$ cat src/sv/tbo_pkg.sv
// Shared types and constants for the time-bar OHLCV aggregator.
// Used by tbo_bar_accum, tbo_divider and time_bar_ohlcv_aggregator; no dependencies.
package tbo_pkg;

  localparam int TIME_W  = 32;
  localparam int PRICE_W = 32;
  localparam int VOL_W   = 32;
  localparam int SUM_W   = 48;
  localparam int TCNT_W  = 16;
  localparam int AVG_W   = 32;

  localparam logic [31:0] INTERVAL_RESET = 32'd60;
  localparam logic [SUM_W-1:0] SUM_MAX = {SUM_W{1'b1}};

  // Sequencer states of the top level
  typedef enum logic [1:0] {
    ST_IDLE,
    ST_DIVIDE,
    ST_HOLD
  } state_t;

  // Contents of a closed bar, less count and price sum
  typedef struct packed {
    logic [PRICE_W-1:0] open_price;
    logic [PRICE_W-1:0] high_price;
    logic [PRICE_W-1:0] low_price;
    logic [PRICE_W-1:0] close_price;
    logic [SUM_W-1:0]   volume;
    logic [TIME_W-1:0]  start_time;
    logic [TIME_W-1:0]  end_time;
  } bar_snap_t;

  // Bar close event from the accumulator
  typedef struct packed {
    logic      emit;
    bar_snap_t bar;
  } bar_emit_t;

endpackage

$ cat src/sv/tbo_divider.sv
// Restoring divider, one quotient bit per cycle, for the bar average price.
// Depends on tbo_pkg for the dividend width.
module tbo_divider #(
  parameter int DIVISOR_BITS = 16
) (
  input  logic                       clk,
  input  logic                       rst,
  input  logic                       start,
  input  logic [tbo_pkg::SUM_W-1:0]  dividend,
  input  logic [DIVISOR_BITS-1:0]    divisor,
  output logic                       busy,
  output logic                       done,
  output logic [tbo_pkg::SUM_W-1:0]  quotient
);
  import tbo_pkg::*;

  localparam int STEPS  = SUM_W;
  localparam int STEP_W = $clog2(STEPS);

  logic [STEP_W-1:0]       step;
  logic [SUM_W-1:0]        quo;
  logic [DIVISOR_BITS-1:0] rem;
  logic [DIVISOR_BITS-1:0] rem_next;
  logic [DIVISOR_BITS-1:0] divisor_q;
  logic                    div_zero;
  logic [DIVISOR_BITS:0]   trial;
  logic                    q_bit;

  // Shift in the next dividend bit and subtract when it fits
  always_comb begin
    trial    = {rem, quo[SUM_W-1]};
    q_bit    = (trial >= {1'b0, divisor_q});
    rem_next = q_bit ? DIVISOR_BITS'(trial - {1'b0, divisor_q}) : trial[DIVISOR_BITS-1:0];
  end

  // Control: busy while the quotient bits are worked out, done pulses once
  always_ff @(posedge clk) begin
    if (rst) begin
      busy <= 1'b0;
      done <= 1'b0;
      step <= '0;
    end else begin
      done <= 1'b0;
      if (start) begin
        busy <= 1'b1;
        step <= STEP_W'(STEPS - 1);
      end else if (busy) begin
        if (step == '0) begin
          busy <= 1'b0;
          done <= 1'b1;
        end else begin
          step <= step - 1'b1;
        end
      end
    end
  end

  // Datapath: quotient bits replace dividend bits as they shift out
  always_ff @(posedge clk) begin
    if (start) begin
      quo       <= dividend;
      rem       <= '0;
      divisor_q <= divisor;
      div_zero  <= (divisor == '0);
    end else if (busy) begin
      quo <= {quo[SUM_W-2:0], q_bit};
      rem <= rem_next;
    end
  end

  // An empty bar averages to zero
  assign quotient = div_zero ? '0 : quo;

endmodule

$ cat src/sv/tbo_bar_accum.sv
// Open-bar state: interval split decision and folding of one trade per transaction.
// Depends on tbo_pkg for field widths and the bar event struct.
module tbo_bar_accum #(
  parameter int COUNT_BITS = 16
) (
  input  logic                        clk,
  input  logic                        rst,
  input  logic                        accept,
  input  logic [tbo_pkg::TIME_W-1:0]  trade_time,
  input  logic [tbo_pkg::PRICE_W-1:0] trade_price,
  input  logic [tbo_pkg::VOL_W-1:0]   trade_volume,
  input  logic [31:0]                 interval_length,
  output tbo_pkg::bar_emit_t          bar_event,
  output logic [COUNT_BITS-1:0]       count_q,
  output logic [tbo_pkg::SUM_W-1:0]   price_sum_q
);
  import tbo_pkg::*;

  logic [TIME_W-1:0]     interval_start;
  bar_snap_t             bar;
  logic [COUNT_BITS-1:0] count;
  logic [SUM_W-1:0]      price_sum;

  logic [TIME_W-1:0]     start_eff;
  logic                  take;
  logic                  split;
  logic                  emit;
  bar_snap_t             base_bar;
  logic [COUNT_BITS-1:0] base_count;
  logic [SUM_W-1:0]      base_price_sum;
  bar_snap_t             bar_next;
  logic [COUNT_BITS-1:0] count_next;
  logic [SUM_W-1:0]      price_sum_next;
  logic [SUM_W:0]        vol_add;
  logic [SUM_W:0]        price_add;

  // Decide whether this trade opens a new interval
  always_comb begin
    take      = accept && (trade_time != '0);
    start_eff = (interval_start == '0) ? trade_time : interval_start;
    split     = take && (trade_time >= start_eff) &&
                ((trade_time - start_eff) >= interval_length);
    emit      = split && (bar.volume != '0);
  end

  // Fold the trade into the open bar, or into a cleared one after an emission
  always_comb begin
    base_bar       = emit ? '0 : bar;
    base_count     = emit ? '0 : count;
    base_price_sum = emit ? '0 : price_sum;
    bar_next       = base_bar;
    if (base_count == '0) begin
      bar_next.open_price = trade_price;
      bar_next.low_price  = trade_price;
      bar_next.high_price = trade_price;
      bar_next.start_time = trade_time;
    end else begin
      if (trade_price > base_bar.high_price) bar_next.high_price = trade_price;
      if (trade_price < base_bar.low_price)  bar_next.low_price  = trade_price;
    end
    bar_next.close_price = trade_price;
    bar_next.end_time    = trade_time;
    vol_add   = {1'b0, base_bar.volume} + (SUM_W + 1)'(trade_volume);
    price_add = {1'b0, base_price_sum} + (SUM_W + 1)'(trade_price);
    bar_next.volume = vol_add[SUM_W] ? SUM_MAX : vol_add[SUM_W-1:0];
    price_sum_next  = price_add[SUM_W] ? SUM_MAX : price_add[SUM_W-1:0];
    count_next      = (base_count == '1) ? base_count : base_count + 1'b1;
  end

  // Advance the bar state on every trade with a nonzero timestamp
  always_ff @(posedge clk) begin
    if (rst) begin
      interval_start <= '0;
      bar            <= '0;
      count          <= '0;
      price_sum      <= '0;
    end else if (take) begin
      if (interval_start == '0 || split) interval_start <= trade_time;
      bar       <= bar_next;
      count     <= count_next;
      price_sum <= price_sum_next;
    end
  end

  assign bar_event.emit = emit;
  assign bar_event.bar  = bar;
  assign count_q        = count;
  assign price_sum_q    = price_sum;

endmodule

$ cat src/sv/time_bar_ohlcv_aggregator.sv
// Top level of the time-bar OHLCV aggregator: sequencer, output register, config.
// Depends on tbo_pkg, tbo_bar_accum and tbo_divider.
//
//   channel   handshake            payload
//   trade in  in_valid / in_ready  trade_time, trade_price, trade_volume
//   bar out   out_valid/out_ready  open..close_price, bar_volume, times, count, avg
//   config    cfg_we               cfg_wdata -> interval_length
//
// A trade that closes a nonempty bar is accepted, then the shared divider
// works out the average (one quotient bit per cycle over the 48-bit price
// sum), and then the output register is loaded; no trade is taken meanwhile.
// The next trade is taken while a finished bar waits in the output register;
// the sequencer holds if a second bar is ready before the first is taken.
// Synchronous reset clears the bar state, sets interval 60.
module time_bar_ohlcv_aggregator #(
  parameter int COUNT_BITS = 16
) (
  input  logic                        clk,
  input  logic                        rst,
  input  logic                        in_valid,
  output logic                        in_ready,
  input  logic [tbo_pkg::TIME_W-1:0]  trade_time,
  input  logic [tbo_pkg::PRICE_W-1:0] trade_price,
  input  logic [tbo_pkg::VOL_W-1:0]   trade_volume,
  output logic                        out_valid,
  input  logic                        out_ready,
  output logic [tbo_pkg::PRICE_W-1:0] open_price,
  output logic [tbo_pkg::PRICE_W-1:0] high_price,
  output logic [tbo_pkg::PRICE_W-1:0] low_price,
  output logic [tbo_pkg::PRICE_W-1:0] close_price,
  output logic [tbo_pkg::SUM_W-1:0]   bar_volume,
  output logic [tbo_pkg::TIME_W-1:0]  bar_start_time,
  output logic [tbo_pkg::TIME_W-1:0]  bar_end_time,
  output logic [tbo_pkg::TCNT_W-1:0]  bar_trade_count,
  output logic [tbo_pkg::AVG_W-1:0]   average_price,
  input  logic                        cfg_we,
  input  logic [31:0]                 cfg_wdata
);
  import tbo_pkg::*;

  state_t                state;
  state_t                state_next;
  logic [31:0]           interval_length;
  logic                  accept;
  bar_emit_t             bar_event;
  logic [COUNT_BITS-1:0] count_q;
  logic [SUM_W-1:0]      price_sum_q;
  bar_snap_t             snap_hold;
  logic [COUNT_BITS-1:0] count_hold;
  logic                  div_busy;
  logic                  div_done;
  logic [SUM_W-1:0]      quotient;
  logic                  out_free;
  logic                  load_out;
  logic [31:0]           count_ext;

  assign accept   = in_valid && in_ready;
  assign out_free = !out_valid || out_ready;

  // Configuration register
  always_ff @(posedge clk) begin
    if (rst) begin
      interval_length <= INTERVAL_RESET;
    end else if (cfg_we) begin
      interval_length <= cfg_wdata;
    end
  end

  tbo_bar_accum #(
    .COUNT_BITS(COUNT_BITS)
  ) u_accum (
    .clk            (clk),
    .rst            (rst),
    .accept         (accept),
    .trade_time     (trade_time),
    .trade_price    (trade_price),
    .trade_volume   (trade_volume),
    .interval_length(interval_length),
    .bar_event      (bar_event),
    .count_q        (count_q),
    .price_sum_q    (price_sum_q)
  );

  tbo_divider #(
    .DIVISOR_BITS(COUNT_BITS)
  ) u_div (
    .clk     (clk),
    .rst     (rst),
    .start   (bar_event.emit),
    .dividend(price_sum_q),
    .divisor (count_q),
    .busy    (div_busy),
    .done    (div_done),
    .quotient(quotient)
  );

  // Hold the closed bar while its average is worked out
  always_ff @(posedge clk) begin
    if (bar_event.emit) begin
      snap_hold  <= bar_event.bar;
      count_hold <= count_q;
    end
  end

  // Sequencer: next state
  always_comb begin
    state_next = state;
    unique case (state)
      ST_IDLE:   if (bar_event.emit) state_next = ST_DIVIDE;
      ST_DIVIDE: if (div_done) state_next = out_free ? ST_IDLE : ST_HOLD;
      ST_HOLD:   if (out_free) state_next = ST_IDLE;
      default:   state_next = ST_IDLE;
    endcase
  end

  // Sequencer: outputs
  always_comb begin
    in_ready = 1'b0;
    load_out = 1'b0;
    unique case (state)
      ST_IDLE:   in_ready = 1'b1;
      ST_DIVIDE: load_out = div_done && out_free;
      ST_HOLD:   load_out = out_free;
      default:   in_ready = 1'b0;
    endcase
  end

  always_ff @(posedge clk) begin
    if (rst) begin
      state <= ST_IDLE;
    end else begin
      state <= state_next;
    end
  end

  // Output register: valid flag
  always_ff @(posedge clk) begin
    if (rst) begin
      out_valid <= 1'b0;
    end else if (load_out) begin
      out_valid <= 1'b1;
    end else if (out_ready) begin
      out_valid <= 1'b0;
    end
  end

  assign count_ext = 32'(count_hold);

  // Output register: payload, with saturated count and average
  always_ff @(posedge clk) begin
    if (load_out) begin
      open_price      <= snap_hold.open_price;
      high_price      <= snap_hold.high_price;
      low_price       <= snap_hold.low_price;
      close_price     <= snap_hold.close_price;
      bar_volume      <= snap_hold.volume;
      bar_start_time  <= snap_hold.start_time;
      bar_end_time    <= snap_hold.end_time;
      bar_trade_count <= (count_ext > 32'h0000_FFFF) ? {TCNT_W{1'b1}} : count_ext[TCNT_W-1:0];
      average_price   <= (quotient[SUM_W-1:AVG_W] != '0) ? {AVG_W{1'b1}} :
                         quotient[AVG_W-1:0];
    end
  end

  // A result is loaded only once the divider has finished
  assert property (@(posedge clk) disable iff (rst) load_out |-> !div_busy)
    else $error("output loaded while divider busy");

  // A bar close always starts the divider
  assert property (@(posedge clk) disable iff (rst) bar_event.emit |=> div_busy)
    else $error("bar close did not start divider");

  // The sequencer holds only because the output register is occupied
  assert property (@(posedge clk) disable iff (rst) (state == ST_HOLD) |-> out_valid)
    else $error("holding with empty output register");

endmodule
$ cat config.mk
export PLATFORM = sky130hd
export DESIGN_NAME = time_bar_ohlcv_aggregator
export DESIGN_NICKNAME = d
export VERILOG_FILES = /design/src/sv/tbo_pkg.sv /design/src/sv/tbo_divider.sv /design/src/sv/tbo_bar_accum.sv /design/src/sv/time_bar_ohlcv_aggregator.sv
export SDC_FILE = /design/constraint.sdc
export NUM_CORES = 2
export LEC_CHECK = 0
export BUFFER_PORTS_ARGS = -buffer_cell sky130_fd_sc_hd__buf_2
export CAP_MARGIN = 20
export CORE_ASPECT_RATIO = 2
export CORE_UTILIZATION = 35
export DETAILED_ROUTE_END_ITERATION = 10
export HOLD_SLACK_MARGIN = 0.1
export PLACE_DENSITY_LB_ADDON = 0.2
export SETUP_SLACK_MARGIN = 0.4
export SYNTH_ARGS = -nofsm -noshare
export SYNTH_HDL_FRONTEND = slang
export SYNTH_SLANG_ARGS = --single-unit
$ cat constraint.sdc
create_clock -name clk -period 17.45 [get_ports clk]
set_input_delay 0.8725 -clock clk [delete_from_list [all_inputs] [get_ports clk]]
set_output_delay 0.8725 -clock clk [all_outputs]
set_load 0.01 [all_outputs]
==> results.ini <==
[run_status]
status=finished with violations
violations=design-rule violations

[global_routing]
grt_max_degree=159
grt_util_all_layers_pct=19.3
antenna_found_initial=1
grt_pass1_wl_um=179000
overflow=0
grt_pass1_vias=29900

[logic_synthesis]
yosys-mux-area-fraction_pct=1.55
ys_top_cells_by_area=edfxtp_1 (42%), dfxtp_1 (19%), ha_1 (6.4%), a21oi_1 (4.5%), nand2_1 (4.3%)
synth_cell_type_count=82
synth-simple-area-share_pct=12.9
synth_top_area_cell=edfxtp_1
synth_xor_area_share_pct=2.32
synthesis.instances=3724
synth-compound-area-share_pct=12.9
syn_area_per_cell_um2=11.3
synth_seq_cells=988
ys_seq_area_share_pct=61.2
synth_fa_ha_area_share_pct=6.57
synth.top_cell.area_share_pct=42.4
async_reset_ff_share_pct=0
ys.flop_type=edfxtp_1
synth_nets=4075
synth_top_family_by_area=simple AND/OR/NAND/NOR gates
synth_edf_count=593
synth_warnings=0
synth_area_um2=42000

[detailed_routing]
drtIter0Drc=1469
ant_nets=0
dr.pass1.iters=8
wl_per_cell_um=20.6
via_per_inst=5.16
drcViolationCount=74
vias=29500
routed_wl_um=118000

[worst_hold_path]
holdPathStages=3
min_to=interval_length[5]$_SDFFE_PP1P_
hp-class=in2reg
min-delay-start=cfg_wdata[5]

[critical_path]
startpoint_type=flop
cp_max_fo=99
critical_path_class=reg2reg
worstPathRequired_ns=18.09
r2r_cells=38
worstReg2RegStart=u_accum.interval_start[8]$_SDFFE_PP0P_
worstReg2RegEnd=u_accum.bar_event[110]$_SDFFE_PP0P_
cp.arrival_ns=12.48
crit_path_end_kind=flop
r2r_slack_ns=5.60
cpMaxStageDelayCell=nand2_1
slowest_delay_ns=0.71

[floorplan]
die_area_um2=121000
core_um2=119000
start_util_pct=35.3
die_w_um=247
die_height_um=492
pin_count=423
rows=179

[sta]
final.min_clock_period_ns=11.85
setup_tns_ns=0
fmax_mhz=84.4
drv_slew=0
min_period_over_period_pct=67.9
worst_pin_slew_ns=1.02
fin_skew_ns=0.0307
rsz0062_at_grt=false
slew_headroom_pct=32.2
setup_violations=0
finalHoldViolations=0

[cts]
cts-hold-fix-buffers=0
numCtsBuffers=91
cts_tree=yes
clk_pin_slew_worst_paths_ns=0.07
clk_latency_ns=0.71
htree_levels=3
cts_post_setup_buffers_inserted=0
clockRootBuffer=clkbuf_16
cts.path.max_buffers=3
ctsResizeCount=0
cts_num_sinks=988

[power_and_ir_drop]
p_per_area_nw_per_um2=163
clock_power_share_pct=26.3
intPower_uw=5290
power.leakage_uw=0.0189
irDropWorstVdd_mv=0.0969
seqPwrFrac_pct=44.5
pwr-share-comb_pct=29.2
p_sw_uw=2690
switching_share_pct=33.7

[layout]
area_growth_pct=16.4
final_common_cell=edfxtp_1
fin_nets=4448
final_cells=5715
layout_common_cells=edfxtp_1 (593), nand2_1 (483), buf_2 (421)
layout-drive-gt1-share_pct=15.9
finish.instance_area_um2=48900

[placed_design]
gp_congestion=0.871
port_buffers=422
place_inst=5540
hpwl_um=82300
placed_cell_area_um2=45700

[run]
maxCapViolations=0

layer usage:
metal	GRT usage, %	vias to the layer above	share of wire [%]
met1	21.1	14200	38
met3	3.02	214	4.7
met4	9.65	0	4.7
met5	0	-	0
met2	35.7	781	53
li1	-	14300	-
cells in the mapped netlist (47+ instances only):
cell	n
a21oi_1	376
xor2_1	50
edfxtp_1	593
dfxtp_1	395
and2_1	75
nand2_1	485
xnor2_1	61
mux2i_1	65
nand3_1	107
a21o_1	62
ha_1	214
o21ai_0	164
nor2_1	271
clkbuf_1	143
inv_1	95
nor3_1	47
worst max path at each step:
stage,startpoint,end,slack (ns),depth (start not counted)
after floorplan,out_ready,average_price[0]$_SDFFCE_PP1P_,3.62,2
after global placement,u_accum.interval_start[6]$_SDFFE_PP0P_,u_accum.price_sum_q[47]$_SDFFE_PP0P_,5.69,38
after detailed placement,u_accum.interval_start[6]$_SDFFE_PP0P_,u_accum.bar_event[104]$_SDFFE_PP0P_,5.56,38
after CTS,u_accum.interval_start[6]$_SDFFE_PP0P_,u_accum.bar_event[110]$_SDFFE_PP0P_,5.50,38
after global routing,u_accum.interval_start[8]$_SDFFE_PP0P_,u_accum.price_sum_q[47]$_SDFFE_PP0P_,4.71,38
final,u_accum.interval_start[8]$_SDFFE_PP0P_,u_accum.bar_event[110]$_SDFFE_PP0P_,5.60,38
power groups by stage:
stage | Clock (uW) | Sequential (uW) | Combinational, uW
after floorplan | 0 | 3560 | 1710
after global placement | 0 | 3590 | 2320
after detailed placement | 0 | 3610 | 2350
after CTS | 2160 | 3560 | 2360
after global routing | 2240 | 3620 | 2620
final | 2100 | 3550 | 2330
through the flow:
stage	hold WS (ns)	setup WS, ns	util (%)	total power (uW)
3_5_place_dp	0.405	5.56	38.4	5960
5_1_grt	0.376	4.71	41.1	8480
3_3_place_gp	0.400	5.69	38.4	5920
4_1_cts	0.347	5.50	41.1	8090
2_1_floorplan	0.400	3.62	-	5270
6_report	0.399	5.60	41.1	7980
cell families (layout without fill, tap and decap cells):
logic type / count (synthesis) / after routing
adder cells (fa/ha/maj): 218 / 218
buffers and inverters: 272 / 724
flip-flops: 988 / 988
AND/OR/NAND/NOR: 1189 / 1189
other: 0 / 1
AO/OA/AOI/OAI: 881 / 881
multiplexers: 65 / 65
XOR/XNOR: 111 / 111
state kept, by name (all words and copies together), names as in the netlist, 6 cells and up:
register,cells
low_price,32
u_div.step,6
u_accum.price_sum_q,48
u_div.quo,48
u_accum.count_q,16
u_accum.bar_event,240
u_accum.interval_start,32
average_price,32
snap_hold,240
high_price,32
open_price,32
bar_trade_count,16
u_div.rem,16
bar_volume,48
bar_end_time,32
close_price,32
u_div.divisor_q,16
bar_start_time,32
interval_length,32
critical path: cells and delay by family, from the launching register on:
kind / cells / cell delay (ns)
simple gates: 15 / 4.99
compound gates: 16 / 4.27
buf+inv: 3 / 1.02
fa+ha+maj: 4 / 1.02
flops: 1 / 0.36
cell type report:
| cell class | instances | area (um2) |
|---|---|---|
| Fill cell | 11400 | 70000 |
| Sequential cell | 988 | 25700 |
| Multi-Input combinational cell | 2464 | 15300 |
| Clock buffer | 111 | 2450 |
| Timing Repair Buffer | 457 | 2440 |
| Tap cell | 1538 | 1920 |
| Clock inverter | 61 | 698 |
| Inverter | 95 | 364 |
| Antenna cell | 1 | 2.50 |
No activity file was read; power rests on OpenSTA's default activity.
